[src/hdl/mbrtu_pkg.sv]
package mbrtu_pkg;

    localparam int HDR_LEN = 11;

    typedef enum logic [2:0] {
        ST_OK      = 3'd0,
        ST_CRC     = 3'd1,
        ST_ADDR    = 3'd2,
        ST_ILLFN   = 3'd3,
        ST_LEN     = 3'd4,
        ST_WRFAIL  = 3'd5
    } status_t;

    localparam logic [7:0] FN_READ        = 8'd3;
    localparam logic [7:0] FN_WRITE       = 8'd16;
    localparam logic [7:0] EXC_FLAG       = 8'h80;
    localparam logic [7:0] EXC_ILLEGAL_FN = 8'd1;
    localparam logic [7:0] EXC_DEV_FAIL   = 8'd4;
    localparam logic [7:0] BROADCAST      = 8'd0;
    localparam logic [8:0] MIN_READ_LEN   = 9'd6;
    localparam logic [8:0] READ_REPLY_LEN = 9'd9;
    localparam logic [17:0] WRITE_OVERHEAD = 18'd7;

    localparam logic [1:0] CFG_SLAVE_ADDR = 2'd0;
    localparam logic [1:0] CFG_RESP_LIMIT = 2'd1;
    localparam logic [1:0] CFG_LEN_EXC    = 2'd2;
    localparam logic [1:0] CFG_WR_MASK    = 2'd3;

    // Completed frame as the front end hands it to the back end
    typedef struct packed {
        logic [8:0]  len;
        logic        overflow;
        logic        crc_ok;
        logic [7:0]  b0;
        logic [7:0]  b1;
        logic [7:0]  b2;
        logic [7:0]  b3;
        logic [7:0]  b4;
        logic [7:0]  b5;
        logic [7:0]  b7;
        logic [7:0]  b8;
        logic [7:0]  b9;
        logic [7:0]  b10;
    } frame_t;

    // Bytewise Modbus CRC16 update, reflected polynomial 0xA001
    function automatic logic [15:0] crc_byte(input logic [15:0] crc, input logic [7:0] b);
        logic [15:0] c;
        c = crc ^ {8'd0, b};
        for (int k = 0; k < 8; k++) begin
            c = c[0] ? ((c >> 1) ^ 16'hA001) : (c >> 1);
        end
        return c;
    endfunction

endpackage

[src/hdl/mbrtu_ram.sv]
module mbrtu_ram #(
    parameter int WIDTH = 32,
    parameter int DEPTH = 64
) (
    input  logic                     aclk,
    input  logic                     we,
    input  logic [$clog2(DEPTH)-1:0] waddr,
    input  logic [WIDTH-1:0]         wdata,
    input  logic [$clog2(DEPTH)-1:0] raddr,
    output logic [WIDTH-1:0]         rdata
);

    logic [WIDTH-1:0] mem [DEPTH];

    // Write one entry, read one entry registered
    always_ff @(posedge aclk) begin
        if (we) begin
            mem[waddr] <= wdata;
        end
        rdata <= mem[raddr];
    end

endmodule

[src/hdl/mbrtu_front.sv]
module mbrtu_front
    import mbrtu_pkg::*;
#(
    parameter int MAX_FRAME = 256
) (
    input  logic       aclk,
    input  logic       aresetn,
    input  logic       in_valid,
    input  logic [7:0] in_byte,
    input  logic       in_end,
    output logic       fr_valid,
    output frame_t     fr_data
);

    localparam int CW = $clog2(MAX_FRAME + 1);

    logic [15:0]   crc_reg;
    logic [CW-1:0] cnt_reg;
    logic          ovf_reg;
    logic [7:0]    hdr_reg [HDR_LEN];
    logic          take;
    logic [15:0]   crc_new;
    logic [CW-1:0] cnt_new;
    logic [7:0]    h [HDR_LEN];

    assign take    = (cnt_reg < CW'(MAX_FRAME));
    assign crc_new = take ? crc_byte(crc_reg, in_byte) : crc_reg;
    assign cnt_new = take ? cnt_reg + 1'b1 : cnt_reg;

    // Header bytes including the one arriving now
    always_comb begin
        for (int i = 0; i < HDR_LEN; i++) begin
            h[i] = (take && cnt_reg == CW'(i)) ? in_byte : hdr_reg[i];
        end
    end

    // Accumulate, and restart at each frame end
    always_ff @(posedge aclk) begin
        if (!aresetn) begin
            crc_reg  <= 16'hFFFF;
            cnt_reg  <= '0;
            ovf_reg  <= 1'b0;
            fr_valid <= 1'b0;
        end else begin
            fr_valid <= in_valid && in_end;
            if (in_valid) begin
                for (int i = 0; i < HDR_LEN; i++) begin
                    hdr_reg[i] <= h[i];
                end
                if (in_end) begin
                    crc_reg <= 16'hFFFF;
                    cnt_reg <= '0;
                    ovf_reg <= 1'b0;
                end else begin
                    crc_reg <= crc_new;
                    cnt_reg <= cnt_new;
                    ovf_reg <= ovf_reg || !take;
                end
            end
        end
    end

    // Capture the finished frame summary
    always_ff @(posedge aclk) begin
        if (in_valid && in_end) begin
            fr_data.len      <= 9'(cnt_new);
            fr_data.overflow <= ovf_reg || !take;
            fr_data.crc_ok   <= (crc_new == 16'd0);
            fr_data.b0  <= h[0];
            fr_data.b1  <= h[1];
            fr_data.b2  <= h[2];
            fr_data.b3  <= h[3];
            fr_data.b4  <= h[4];
            fr_data.b5  <= h[5];
            fr_data.b7  <= h[7];
            fr_data.b8  <= h[8];
            fr_data.b9  <= h[9];
            fr_data.b10 <= h[10];
        end
    end

endmodule

[src/hdl/mbrtu_fifo.sv]
module mbrtu_fifo
    import mbrtu_pkg::*;
(
    input  logic   aclk,
    input  logic   aresetn,
    input  logic   wr_valid,
    input  frame_t wr_data,
    output logic   wr_room,
    output logic   rd_valid,
    input  logic   rd_ready,
    output frame_t rd_data
);

    localparam int DEPTH = 4;

    frame_t     q_reg [DEPTH];
    logic [1:0] wp_reg;
    logic [1:0] rp_reg;
    logic [2:0] cnt_reg;
    logic       pop;

    assign rd_valid = (cnt_reg != 3'd0);
    assign rd_data  = q_reg[rp_reg];
    assign pop      = rd_valid && rd_ready;

    // Room for one more frame end, counting the write already on its way
    assign wr_room  = ((cnt_reg + {2'd0, wr_valid}) < 3'd4);

    // Queue frame summaries between front and back end
    always_ff @(posedge aclk) begin
        if (!aresetn) begin
            wp_reg  <= '0;
            rp_reg  <= '0;
            cnt_reg <= '0;
        end else begin
            if (wr_valid) begin
                wp_reg <= wp_reg + 1'b1;
            end
            if (pop) begin
                rp_reg <= rp_reg + 1'b1;
            end
            cnt_reg <= cnt_reg + {2'd0, wr_valid} - {2'd0, pop};
        end
    end

    always_ff @(posedge aclk) begin
        if (wr_valid) begin
            q_reg[wp_reg] <= wr_data;
        end
    end

endmodule

[src/hdl/mbrtu_back.sv]
module mbrtu_back
    import mbrtu_pkg::*;
#(
    parameter int REG_COUNT = 64
) (
    input  logic        aclk,
    input  logic        aresetn,
    input  logic        fr_valid,
    output logic        fr_ready,
    input  frame_t      fr,
    input  logic [7:0]  slave_address,
    input  logic [8:0]  response_limit,
    input  logic [7:0]  len_exc_code,
    input  logic [63:0] wr_mask,
    output logic        m_valid,
    input  logic        m_ready,
    output logic [7:0]  m_byte,
    output logic        m_txvalid,
    output logic        m_last,
    output logic [2:0]  m_status
);

    localparam int AW = (REG_COUNT > 1) ? $clog2(REG_COUNT) : 1;

    typedef enum logic [1:0] {S_IDLE, S_READ, S_SEND} state_t;

    state_t      state_reg;
    logic [7:0]  rep_reg [9];
    logic [3:0]  len_reg;
    logic [3:0]  pos_reg;
    logic [2:0]  st_reg;
    logic        drop_reg;
    logic [15:0] crc_reg;
    logic [63:0] valid_reg;
    logic        ob_valid_reg;
    logic [7:0]  ob_byte_reg;
    logic        ob_txv_reg;
    logic        ob_last_reg;
    logic [2:0]  ob_st_reg;

    logic [14:0] idx;
    logic        in_range;
    logic [AW-1:0] ridx;
    logic [31:0] rdata;
    logic [31:0] rval;
    logic        ram_we;
    logic        addr_ok;
    logic [17:0] need16;
    logic        writable;
    logic        ob_free;
    logic        ob_load;
    logic [7:0]  cur;
    logic        is_last;

    assign idx      = {fr.b2, fr.b3[7:1]};
    assign in_range = (idx < 15'(REG_COUNT));
    assign ridx     = AW'(idx);
    assign addr_ok  = (fr.b0 == slave_address) || (fr.b0 == BROADCAST);
    assign need16   = {1'b0, fr.b4, fr.b5, 1'b0} + WRITE_OVERHEAD;
    assign writable = in_range && wr_mask[6'(ridx)];
    assign ob_free  = !ob_valid_reg || m_ready;
    assign ob_load  = (state_reg == S_SEND) && ob_free;
    assign fr_ready = (state_reg == S_IDLE);

    assign ram_we = fr_valid && fr_ready && !fr.overflow && fr.len >= 9'd2 && fr.crc_ok
                    && addr_ok && fr.b1 == FN_WRITE && {9'd0, fr.len} >= need16 && writable;

    mbrtu_ram #(.WIDTH(32), .DEPTH(REG_COUNT)) u_bank (
        .aclk  (aclk),
        .we    (ram_we),
        .waddr (ridx),
        .wdata ({fr.b7, fr.b8, fr.b9, fr.b10}),
        .raddr (ridx),
        .rdata (rdata)
    );

    // Unwritten registers read as zero; the index was saved at classification
    assign rval = valid_reg[rep_reg[8][5:0]] ? rdata : 32'd0;

    assign cur     = (pos_reg == len_reg) ? crc_reg[7:0]
                   : (pos_reg == len_reg + 4'd1) ? crc_reg[15:8] : rep_reg[pos_reg];
    assign is_last = drop_reg || (pos_reg == len_reg + 4'd1);

    // Classify a frame, then stream its reply one byte per cycle unless m_ready stalls it
    always_ff @(posedge aclk) begin
        if (!aresetn) begin
            state_reg    <= S_IDLE;
            valid_reg    <= '0;
            ob_valid_reg <= 1'b0;
        end else begin
            if (ob_load) begin
                ob_valid_reg <= 1'b1;
            end else if (m_ready) begin
                ob_valid_reg <= 1'b0;
            end
            case (state_reg)
                S_IDLE: begin
                    if (fr_valid) begin
                        if (ram_we) begin
                            valid_reg[6'(ridx)] <= 1'b1;
                        end
                        pos_reg  <= '0;
                        crc_reg  <= 16'hFFFF;
                        rep_reg[0] <= fr.b0;
                        rep_reg[8] <= {2'd0, 6'(ridx)};
                        if (fr.overflow) begin
                            drop_reg <= 1'b1; st_reg <= ST_LEN;
                            state_reg <= S_SEND;
                        end else if (fr.len < 9'd2 || !fr.crc_ok) begin
                            drop_reg <= 1'b1; st_reg <= ST_CRC;
                            state_reg <= S_SEND;
                        end else if (!addr_ok) begin
                            drop_reg <= 1'b1; st_reg <= ST_ADDR;
                            state_reg <= S_SEND;
                        end else if (fr.b1 == FN_READ) begin
                            drop_reg <= 1'b0;
                            if (fr.len < MIN_READ_LEN || response_limit < READ_REPLY_LEN) begin
                                st_reg <= ST_LEN; len_reg <= 4'd3;
                                rep_reg[1] <= FN_READ + EXC_FLAG;
                                rep_reg[2] <= len_exc_code;
                                state_reg  <= S_SEND;
                            end else begin
                                st_reg <= ST_OK; len_reg <= 4'd7;
                                rep_reg[1] <= FN_READ;
                                rep_reg[2] <= 8'd4;
                                state_reg  <= in_range ? S_READ : S_SEND;
                                if (!in_range) begin
                                    rep_reg[3] <= 8'd0; rep_reg[4] <= 8'd0;
                                    rep_reg[5] <= 8'd0; rep_reg[6] <= 8'd0;
                                end
                            end
                        end else if (fr.b1 == FN_WRITE) begin
                            drop_reg  <= 1'b0;
                            state_reg <= S_SEND;
                            if ({9'd0, fr.len} < need16) begin
                                st_reg <= ST_LEN; len_reg <= 4'd3;
                                rep_reg[1] <= FN_WRITE + EXC_FLAG;
                                rep_reg[2] <= len_exc_code;
                            end else if (!writable) begin
                                st_reg <= ST_WRFAIL; len_reg <= 4'd3;
                                rep_reg[1] <= FN_WRITE + EXC_FLAG;
                                rep_reg[2] <= EXC_DEV_FAIL;
                            end else begin
                                st_reg <= ST_OK; len_reg <= 4'd6;
                                rep_reg[1] <= FN_WRITE;
                                rep_reg[2] <= fr.b2; rep_reg[3] <= fr.b3;
                                rep_reg[4] <= fr.b4; rep_reg[5] <= fr.b5;
                            end
                        end else begin
                            drop_reg  <= 1'b0;
                            state_reg <= S_SEND;
                            st_reg <= ST_ILLFN; len_reg <= 4'd3;
                            rep_reg[1] <= fr.b1 | EXC_FLAG;
                            rep_reg[2] <= EXC_ILLEGAL_FN;
                        end
                    end
                end
                S_READ: begin
                    rep_reg[3] <= rval[31:24]; rep_reg[4] <= rval[23:16];
                    rep_reg[5] <= rval[15:8];  rep_reg[6] <= rval[7:0];
                    state_reg  <= S_SEND;
                end
                S_SEND: begin
                    if (ob_load) begin
                        ob_byte_reg  <= drop_reg ? 8'd0 : cur;
                        ob_txv_reg   <= !drop_reg;
                        ob_last_reg  <= is_last;
                        ob_st_reg    <= st_reg;
                        if (pos_reg < len_reg) begin
                            crc_reg <= crc_byte(crc_reg, cur);
                        end
                        pos_reg <= pos_reg + 4'd1;
                        if (is_last) begin
                            state_reg <= S_IDLE;
                        end
                    end
                end
                default: state_reg <= S_IDLE;
            endcase
        end
    end

    assign m_valid   = ob_valid_reg;
    assign m_byte    = ob_byte_reg;
    assign m_txvalid = ob_txv_reg;
    assign m_last    = ob_last_reg;
    assign m_status  = ob_st_reg;

endmodule

[src/hdl/modbus_rtu_slave_frame_engine.sv]
// Modbus RTU slave: takes received frame bytes (tlast ends a frame) and emits the
// reply bytes with CRC appended, or one item with tx_valid low for a dropped frame.
// Input bytes are taken one per cycle while the frame-end queue (depth 4) has room;
// s_tready drops while four frame ends wait for the back end, or three with a fourth
// being written. Per frame the back end classifies the frame (and reads the register
// for a register read), then emits the result items: 1 item for a dropped frame, 5 to
// 9 reply bytes otherwise. A frame end passes the front end's frame register, the
// queue, the back end's classify state (and read state) and its output register.
// A low m_tready holds the output and stalls the back end, and s_tready once the queue fills.
module modbus_rtu_slave_frame_engine
    import mbrtu_pkg::*;
#(
    parameter int REG_COUNT = 64,
    parameter int MAX_FRAME = 256
) (
    input  logic        aclk,
    input  logic        aresetn,
    input  logic        s_tvalid,
    output logic        s_tready,
    input  logic [7:0]  s_tdata,   // rx_byte
    input  logic        s_tlast,   // frame_end
    output logic        m_tvalid,
    input  logic        m_tready,
    output logic [7:0]  m_tdata,   // tx_byte
    output logic [3:0]  m_tuser,   // tx_valid, status[2:0]
    output logic        m_tlast,   // tx_last
    input  logic        cfg_we,
    input  logic [1:0]  cfg_index,
    input  logic [63:0] cfg_data
);

    logic [7:0]  slave_addr_reg;
    logic [8:0]  resp_limit_reg;
    logic [7:0]  len_exc_reg;
    logic [63:0] wr_mask_reg;
    logic        fr_valid, q_valid, q_ready, q_room, txv;
    frame_t      fr_data, q_data;
    logic [2:0]  st;

    // Hold configuration registers
    always_ff @(posedge aclk) begin
        if (!aresetn) begin
            slave_addr_reg <= 8'd1;
            resp_limit_reg <= 9'd256;
            len_exc_reg    <= 8'd3;
            wr_mask_reg    <= '1;
        end else if (cfg_we) begin
            case (cfg_index)
                CFG_SLAVE_ADDR: slave_addr_reg <= cfg_data[7:0];
                CFG_RESP_LIMIT: resp_limit_reg <= cfg_data[8:0];
                CFG_LEN_EXC:    len_exc_reg    <= cfg_data[7:0];
                CFG_WR_MASK:    wr_mask_reg    <= cfg_data;
                default: ;
            endcase
        end
    end

    assign s_tready = q_room;

    mbrtu_front #(.MAX_FRAME(MAX_FRAME)) u_front (
        .aclk, .aresetn,
        .in_valid (s_tvalid && s_tready), .in_byte (s_tdata), .in_end (s_tlast),
        .fr_valid, .fr_data
    );

    mbrtu_fifo u_fifo (
        .aclk, .aresetn,
        .wr_valid (fr_valid), .wr_data (fr_data), .wr_room (q_room),
        .rd_valid (q_valid), .rd_ready (q_ready), .rd_data (q_data)
    );

    mbrtu_back #(.REG_COUNT(REG_COUNT)) u_back (
        .aclk, .aresetn,
        .fr_valid (q_valid), .fr_ready (q_ready), .fr (q_data),
        .slave_address (slave_addr_reg), .response_limit (resp_limit_reg),
        .len_exc_code (len_exc_reg), .wr_mask (wr_mask_reg),
        .m_valid (m_tvalid), .m_ready (m_tready), .m_byte (m_tdata),
        .m_txvalid (txv), .m_last (m_tlast), .m_status (st)
    );

    assign m_tuser = {st, txv};

endmodule

[config.mk]
export PLATFORM = sky130hd
export DESIGN_NAME = modbus_rtu_slave_frame_engine
export DESIGN_NICKNAME = d
export VERILOG_FILES = /design/src/hdl/mbrtu_pkg.sv /design/src/hdl/mbrtu_ram.sv /design/src/hdl/mbrtu_front.sv /design/src/hdl/mbrtu_fifo.sv /design/src/hdl/mbrtu_back.sv /design/src/hdl/modbus_rtu_slave_frame_engine.sv
export SDC_FILE = /design/constraint.sdc
export NUM_CORES = 2
export LEC_CHECK = 0
export BUFFER_PORTS_ARGS = -buffer_cell sky130_fd_sc_hd__buf_4
export CELL_PAD_IN_SITES_DETAIL_PLACEMENT = 0
export CELL_PAD_IN_SITES_GLOBAL_PLACEMENT = 1
export CORE_UTILIZATION = 50
export DETAILED_ROUTE_END_ITERATION = 16
export PLACE_DENSITY_LB_ADDON = 0.15
export RECOVER_POWER = 100
export SYNTH_ARGS = -nofsm -noshare
export SYNTH_HDL_FRONTEND = slang
export SYNTH_SLANG_ARGS = --single-unit
[constraint.sdc]
create_clock -name aclk -period 10.8 [get_ports aclk]
set_clock_uncertainty 0.05 [all_clocks]
set_input_delay 2.16 -clock aclk [delete_from_list [all_inputs] [get_ports aclk]]
set_output_delay 2.16 -clock aclk [all_outputs]
set_load 0.01 [all_outputs]
# == Yosys cells after proc, flatten, opt, wreduce, memory -nomap -nowiden ==
# Memory sizes are Yosys's and may differ from the RTL's. A register that Yosys moved wholly into a read port is not among the register bits.
# Cells that the tools add are included.
# classes
add_sub_neg,8
order_cmp,13
eq_ne,25
muxes,176
bitwise_logic,38
n_reduce_logical,56
# ops
operator,count
16-bit two-way mux,21
8-bit two-way mux,30
1-bit two-way mux,90
64-bit OR,1
2-bit NOT with 3-bit output,16
9-bit by 3-bit == test with 1-bit output (second input constant),4
32-bit two-way mux,1
16-bit case mux with 2 select lines,1
16-bit by 8-bit bitwise XOR with 16-bit output,2
9-bit by 4-bit == test with 1-bit output (second input constant),3
3-bit two-way mux,9
1-bit logical AND,24
4-bit two-way mux,6
2-bit two-way mux,11
17-bit by 3-bit adder with 18-bit output (second input constant),1
9-bit by 2-bit == test with 1-bit output (second input constant),2
9-bit by 18-bit greater-or-equal comparator with 1-bit output,1
9-bit by 18-bit less-than comparator with 1-bit output,1
9-bit two-way mux,2
1-bit OR,17
16-bit zero test,1
15-bit by 7-bit less-than comparator with 1-bit output (second input constant),1
6-bit by 7-bit less-than comparator with 1-bit output (second input constant),2
1-bit binary-select mux with 6-bit select,2
other kinds (40),67
# word_totals
ff_bits,322
ramBits,2572
out_inout_bits,15
wordCells,357
memories,4
# memory_table
name,depth,width,read_ports,rd_ports_with_merged_regs,write_ports,line,source
u_back.u_bank.mem,64,32,1,1,1,mbrtu_ram.sv:13,logic [WIDTH-1:0] mem [DEPTH];
u_fifo.q_reg,4,91,1,1,1,mbrtu_fifo.sv:16,frame_t q_reg [DEPTH];
u_front.hdr_reg,11,8,10,0,11,mbrtu_front.sv:20,logic [7:0] hdr_reg [HDR_LEN];
u_back.rep_reg,9,8,2,1,8,mbrtu_back.sv:28,logic [7:0] rep_reg [9];

# == Depth between registers and ports, before layout ==
# depth
ltp_word,24
depth_mapped,21
ltp_nobuf,15

# == Hierarchy ==
# A second synthesis with hierarchy kept.
# unflattened
cells_unflattened,5548
area_unflattened_um2,112840.7
# by_module_without_submodules
mod,n_inst,cells_per_inst,area_each_um2,seq_area_each_um2
mbrtu_ram,1,3370,78779.3,62139.6
mbrtu_fifo,1,519,13695.6,11110.7
mbrtu_back,1,808,8981.1,4454.3
mbrtu_front,1,462,7805.0,5675.4
modbus_rtu_slave_frame_engine,1,389,3579.7,1781.7

# == Worst setup path before layout ==
# OpenSTA, ideal clock, no wires.
# synth_path
path_kind,register to register
startpoint,reg (tool-made name)
endpoint,mem u_back.u_bank.mem[28][0] (enable)
setup_ns,0.505
t_arrival_ns,6.816
required_time_ns,10.245
path_slack_ns,3.429
stages_incl_launch_ff,18
path_buffers,8
period_less_slack_ns,7.371
cell_sequence,dfxtp_1 buf_6 buf_12 buf_6 buf_6 buf_2 buf_4 mux4_2 ha_1 o21ai_0 a221oi_1 o41ai_1 nor4_1 nand2b_1 or2_1 clkbuf_2 buf_2 nor4_1
# synth_rtl
element,line
to (decl),mbrtu_ram.sv:13

==> summary.md <==
| Metric | Value |
|---|---|
| Clock Latency Late Sink | around 950 ps |
| Max_cap viols | approximately 50 |
| Root buf cell | clkbuf_16 |
| Final Power | 30.2 mW |
| Unique masters post-synth | 77 |
| # setup viols final | 0 |
| Area of the multi-input gates | 20500 µm² |
| Initial DRC count | 8333 |
| Kind of critical path | flip-flop to flip-flop |
| Synthesis-to-layout area growth | 12.6% |
| DRC Markers | 0 |
| Die Width | 465 µm |
| Final wirelength | 312 mm |
| Relative slew slack | -210% |
| WL/cell | about 34 µm |
| Synth area leaders | edfxtp_1 (75%), a22oi_1 (4.3%), dfxtp_1 (4.3%) |
| Worst setup SP type | flip-flop |
| Worst path required time | 11310 ps |
| Via/cell ratio | about 6.5 |
| Failing checks | capacitance limit, slew limit |
| Top_reg_cell synth | edfxtp_1 |
| Global route total overflow | 0 |
| Crit share post-route | around four fifths |
| Avg Cell Area, Syn | ~18 µm² |
| Fmax | between 0.1 and 0.15 GHz |
| Hold-fix buffers at CTS | 0 |
| GR Util All Layers | 28.4% |
| Worst Hold Class | flip-flop to flip-flop |
| Min Tclk post-route | ~8600 ps |
| DR pass1 iterations | 6 |
| Full die area | roughly 220000 µm² |
| Share of cells above drive strength 1 | 12.6% |
| Pwr per Cell Area | 250 nW/µm² |
| Metal2 WL | between 100 and 150 mm |
| Commonest cells in the netlist | edfxtp_1 (2684), a22oi_1 (619), clkbuf_1 (294), nand2_1 (269), dfxtp_1 (228) |
| Row count | roughly 170 |
| Cells after synthesis | around 6000 |
| Top cell type's share of synthesized area | 75.2% |
| H-tree lvl count | 5 |
| Register area share after synthesis | 79.4% |
| Leading area contributor after synthesis | edfxtp_1 |
| Initial antenna violation count | 27 |
| Initial core utilization | 50.5% |
| Leak Pwr | around 38 nW |
| Max-slew violations | roughly 2800 |
| I/O pins | 95 |
| Yosys warnings | 0 |
| Crit Path Max Fanout | 59 |
| CTS tree | yes |
| CTS buffer count | slightly above 300 |
| Largest net degree at the start of global routing | about 110 |
| Layout filler cell count | around 16000 |
| Status | complete, but fails checks |
| Die height | approximately 470 µm |
| Via count | 59700 |
| Met1 wire length | 126 mm |
| Clk sinks | between 2000 and 3000 |
| ANT nets after route | 0 |
| Setup TNS | 0 ps |
| Cts repair resizes | 0 |
| Register area | about 85000 µm² |
| Port bufs | 94 |
| Post-Syn Nets | 6081 |
| Post-synthesis cell area | 107000 µm² |
| #FFs+latches synth | around 2900 |
| Setup bufs post-CTS | 0 |
| DR top layer | met5 |
| HPWL after detailed placement | 178 mm |
| Wire length on met3 | around 30 mm |
| EDFF count, synth | 2684 |
| Worst setup EP type | flip-flop |
| Number of flip-flops in the largest register | between 2000 and 2500 |
| Vias in the first global route | between 50000 and 60000 |
| Clock transition at path regs | approximately 60 ps |
| Worst-Margin Slew | about 4600 ps |
| Core area | 213000 µm² |
| GP Congestion | 0.902 |
| First-pass GRT wire length | roughly 440 mm |
| RSZ-0062 raised after global routing | no |
| Longest Clk Path Bufs | 4 |
| Post-synth ARST share | 0% |
| Most numerous cell in the Yosys netlist | edfxtp_1 |
| # nets final | roughly 6300 |
| VDD IR-drop max | 0.192 mV |
| Arrival @ worst endpoint | roughly 9000 ps |
| Fin. Hold Viols | 0 |
## per-layer routing
| layer | GRT usage, % | up-vias |
|---|---|---|
| met5 | 0 | - |
| met4 | 10.3 | 2 |
| met3 | 5.74 | 488 |
| met2 | 43.8 | 3018 |
| met1 | 40.4 | 31100 |
| li1 | - | 25100 |
## critical path: stages, from the launching register on
cell and delay, ps:
dfxtp_1 2380, buf_4 670, mux4_2 350, nand3_1 200, nor3_1 380, xnor2_1 120, ha_1 290, o21ai_0 80
a221oi_1 300, o41ai_1 150, nor4_1 950, nand2b_1 300, or2_4 480, buf_4 330, nor4_1 380, clkbuf_1 760
## path summary, 6_finish.rpt
check / startpoint / end / slack (ps) / depth (start not counted)
max reg2reg: flip-flop / u_back.u_bank.mem[55][28] / 2180 / 15
min: u_back.st_reg[0] / u_back.m_status[0] / 370 / 0
max: flip-flop / u_back.u_bank.mem[55][28] / 2180 / 15
min reg2reg: u_back.st_reg[0] / u_back.m_status[0] / 370 / 0
## per-stage QoR
| stage | instances | setup WS (ps) | instance area (µm²) | util, % | hold slack [ps] |
|---|---|---|---|---|---|
| 5_1_grt | 9231 | 1720 | 121000 | 56.8 | 392 |
| 4_1_cts | 9229 | 3740 | 122000 | 57.2 | 371 |
| 3_5_place_dp | 8696 | 3760 | 112000 | 52.8 | 358 |
| 6_report | 9235 | 2180 | 121000 | 56.8 | 372 |
| 2_1_floorplan | 5976 | 3430 | 107000 | - | 350 |
| 3_3_place_gp | 8696 | 3820 | 112000 | 52.8 | 391 |
## where the power goes
group	switching [mW]	internal [mW]	leakage, nW
clock network	4.20	5.90	4.61
registers	0.247	13.5	26.1
logic	4.71	1.60	7.25
## area by class of cell
| class | count | share of cell area [%] |
|---|---|---|
| Multi-Input combinational cell | 2667 | 17.0 |
| Sequential cell | 2912 | 70.5 |
| Tap cell | 2821 | 2.92 |
| Timing Repair Buffer | 272 | 1.68 |
| Clock buffer | 413 | 6.93 |
| Antenna cell | 6 | 0.0124 |
| Inverter | 24 | 0.0787 |
| Clock inverter | 120 | 0.889 |
## logic make-up (layout without fill, tap and decap cells)
logic type	count (synthesis)	in the layout	synth area share, %
buffers and inverters	397	829	1.51
DFF	2912	2912	79.4
xor gates and xnor gates	75	75	0.639
muxes	248	248	3.62
and+or+nand+nor	819	819	4.01
adders and majority gates	25	25	0.292
AOI/OAI and AO/OA	1500	1500	10.5
other	0	6	0
## placed cells by master, fill, tap and decap left out, types with 14 or more instances in the layout
cell / instances
a21oi_1: 113
a22o_1: 218
clkinv_1: 47
clkinv_2: 43
mux2i_1: 54
o22ai_1: 17
o21a_1: 65
o21ai_0: 26
nor3_1: 20
xor2_1: 21
nand2_1: 264
a22oi_1: 619
and2_0: 28
clkbuf_1: 138
buf_4: 209
dfxtp_1: 227
ha_1: 25
bufinv_16: 20
xnor2_1: 52
edfxtp_1: 2684
mux2_1: 52
buf_12: 14
a31oi_1: 161
nand3_1: 137
nand2b_1: 22
a221oi_1: 209
nand4_1: 76
mux2_2: 41
inv_1: 23
nor2b_1: 40
nor2_1: 69
clkbuf_16: 318
mux4_2: 98
nor4_1: 81
(Power assumes the default switching activity.)
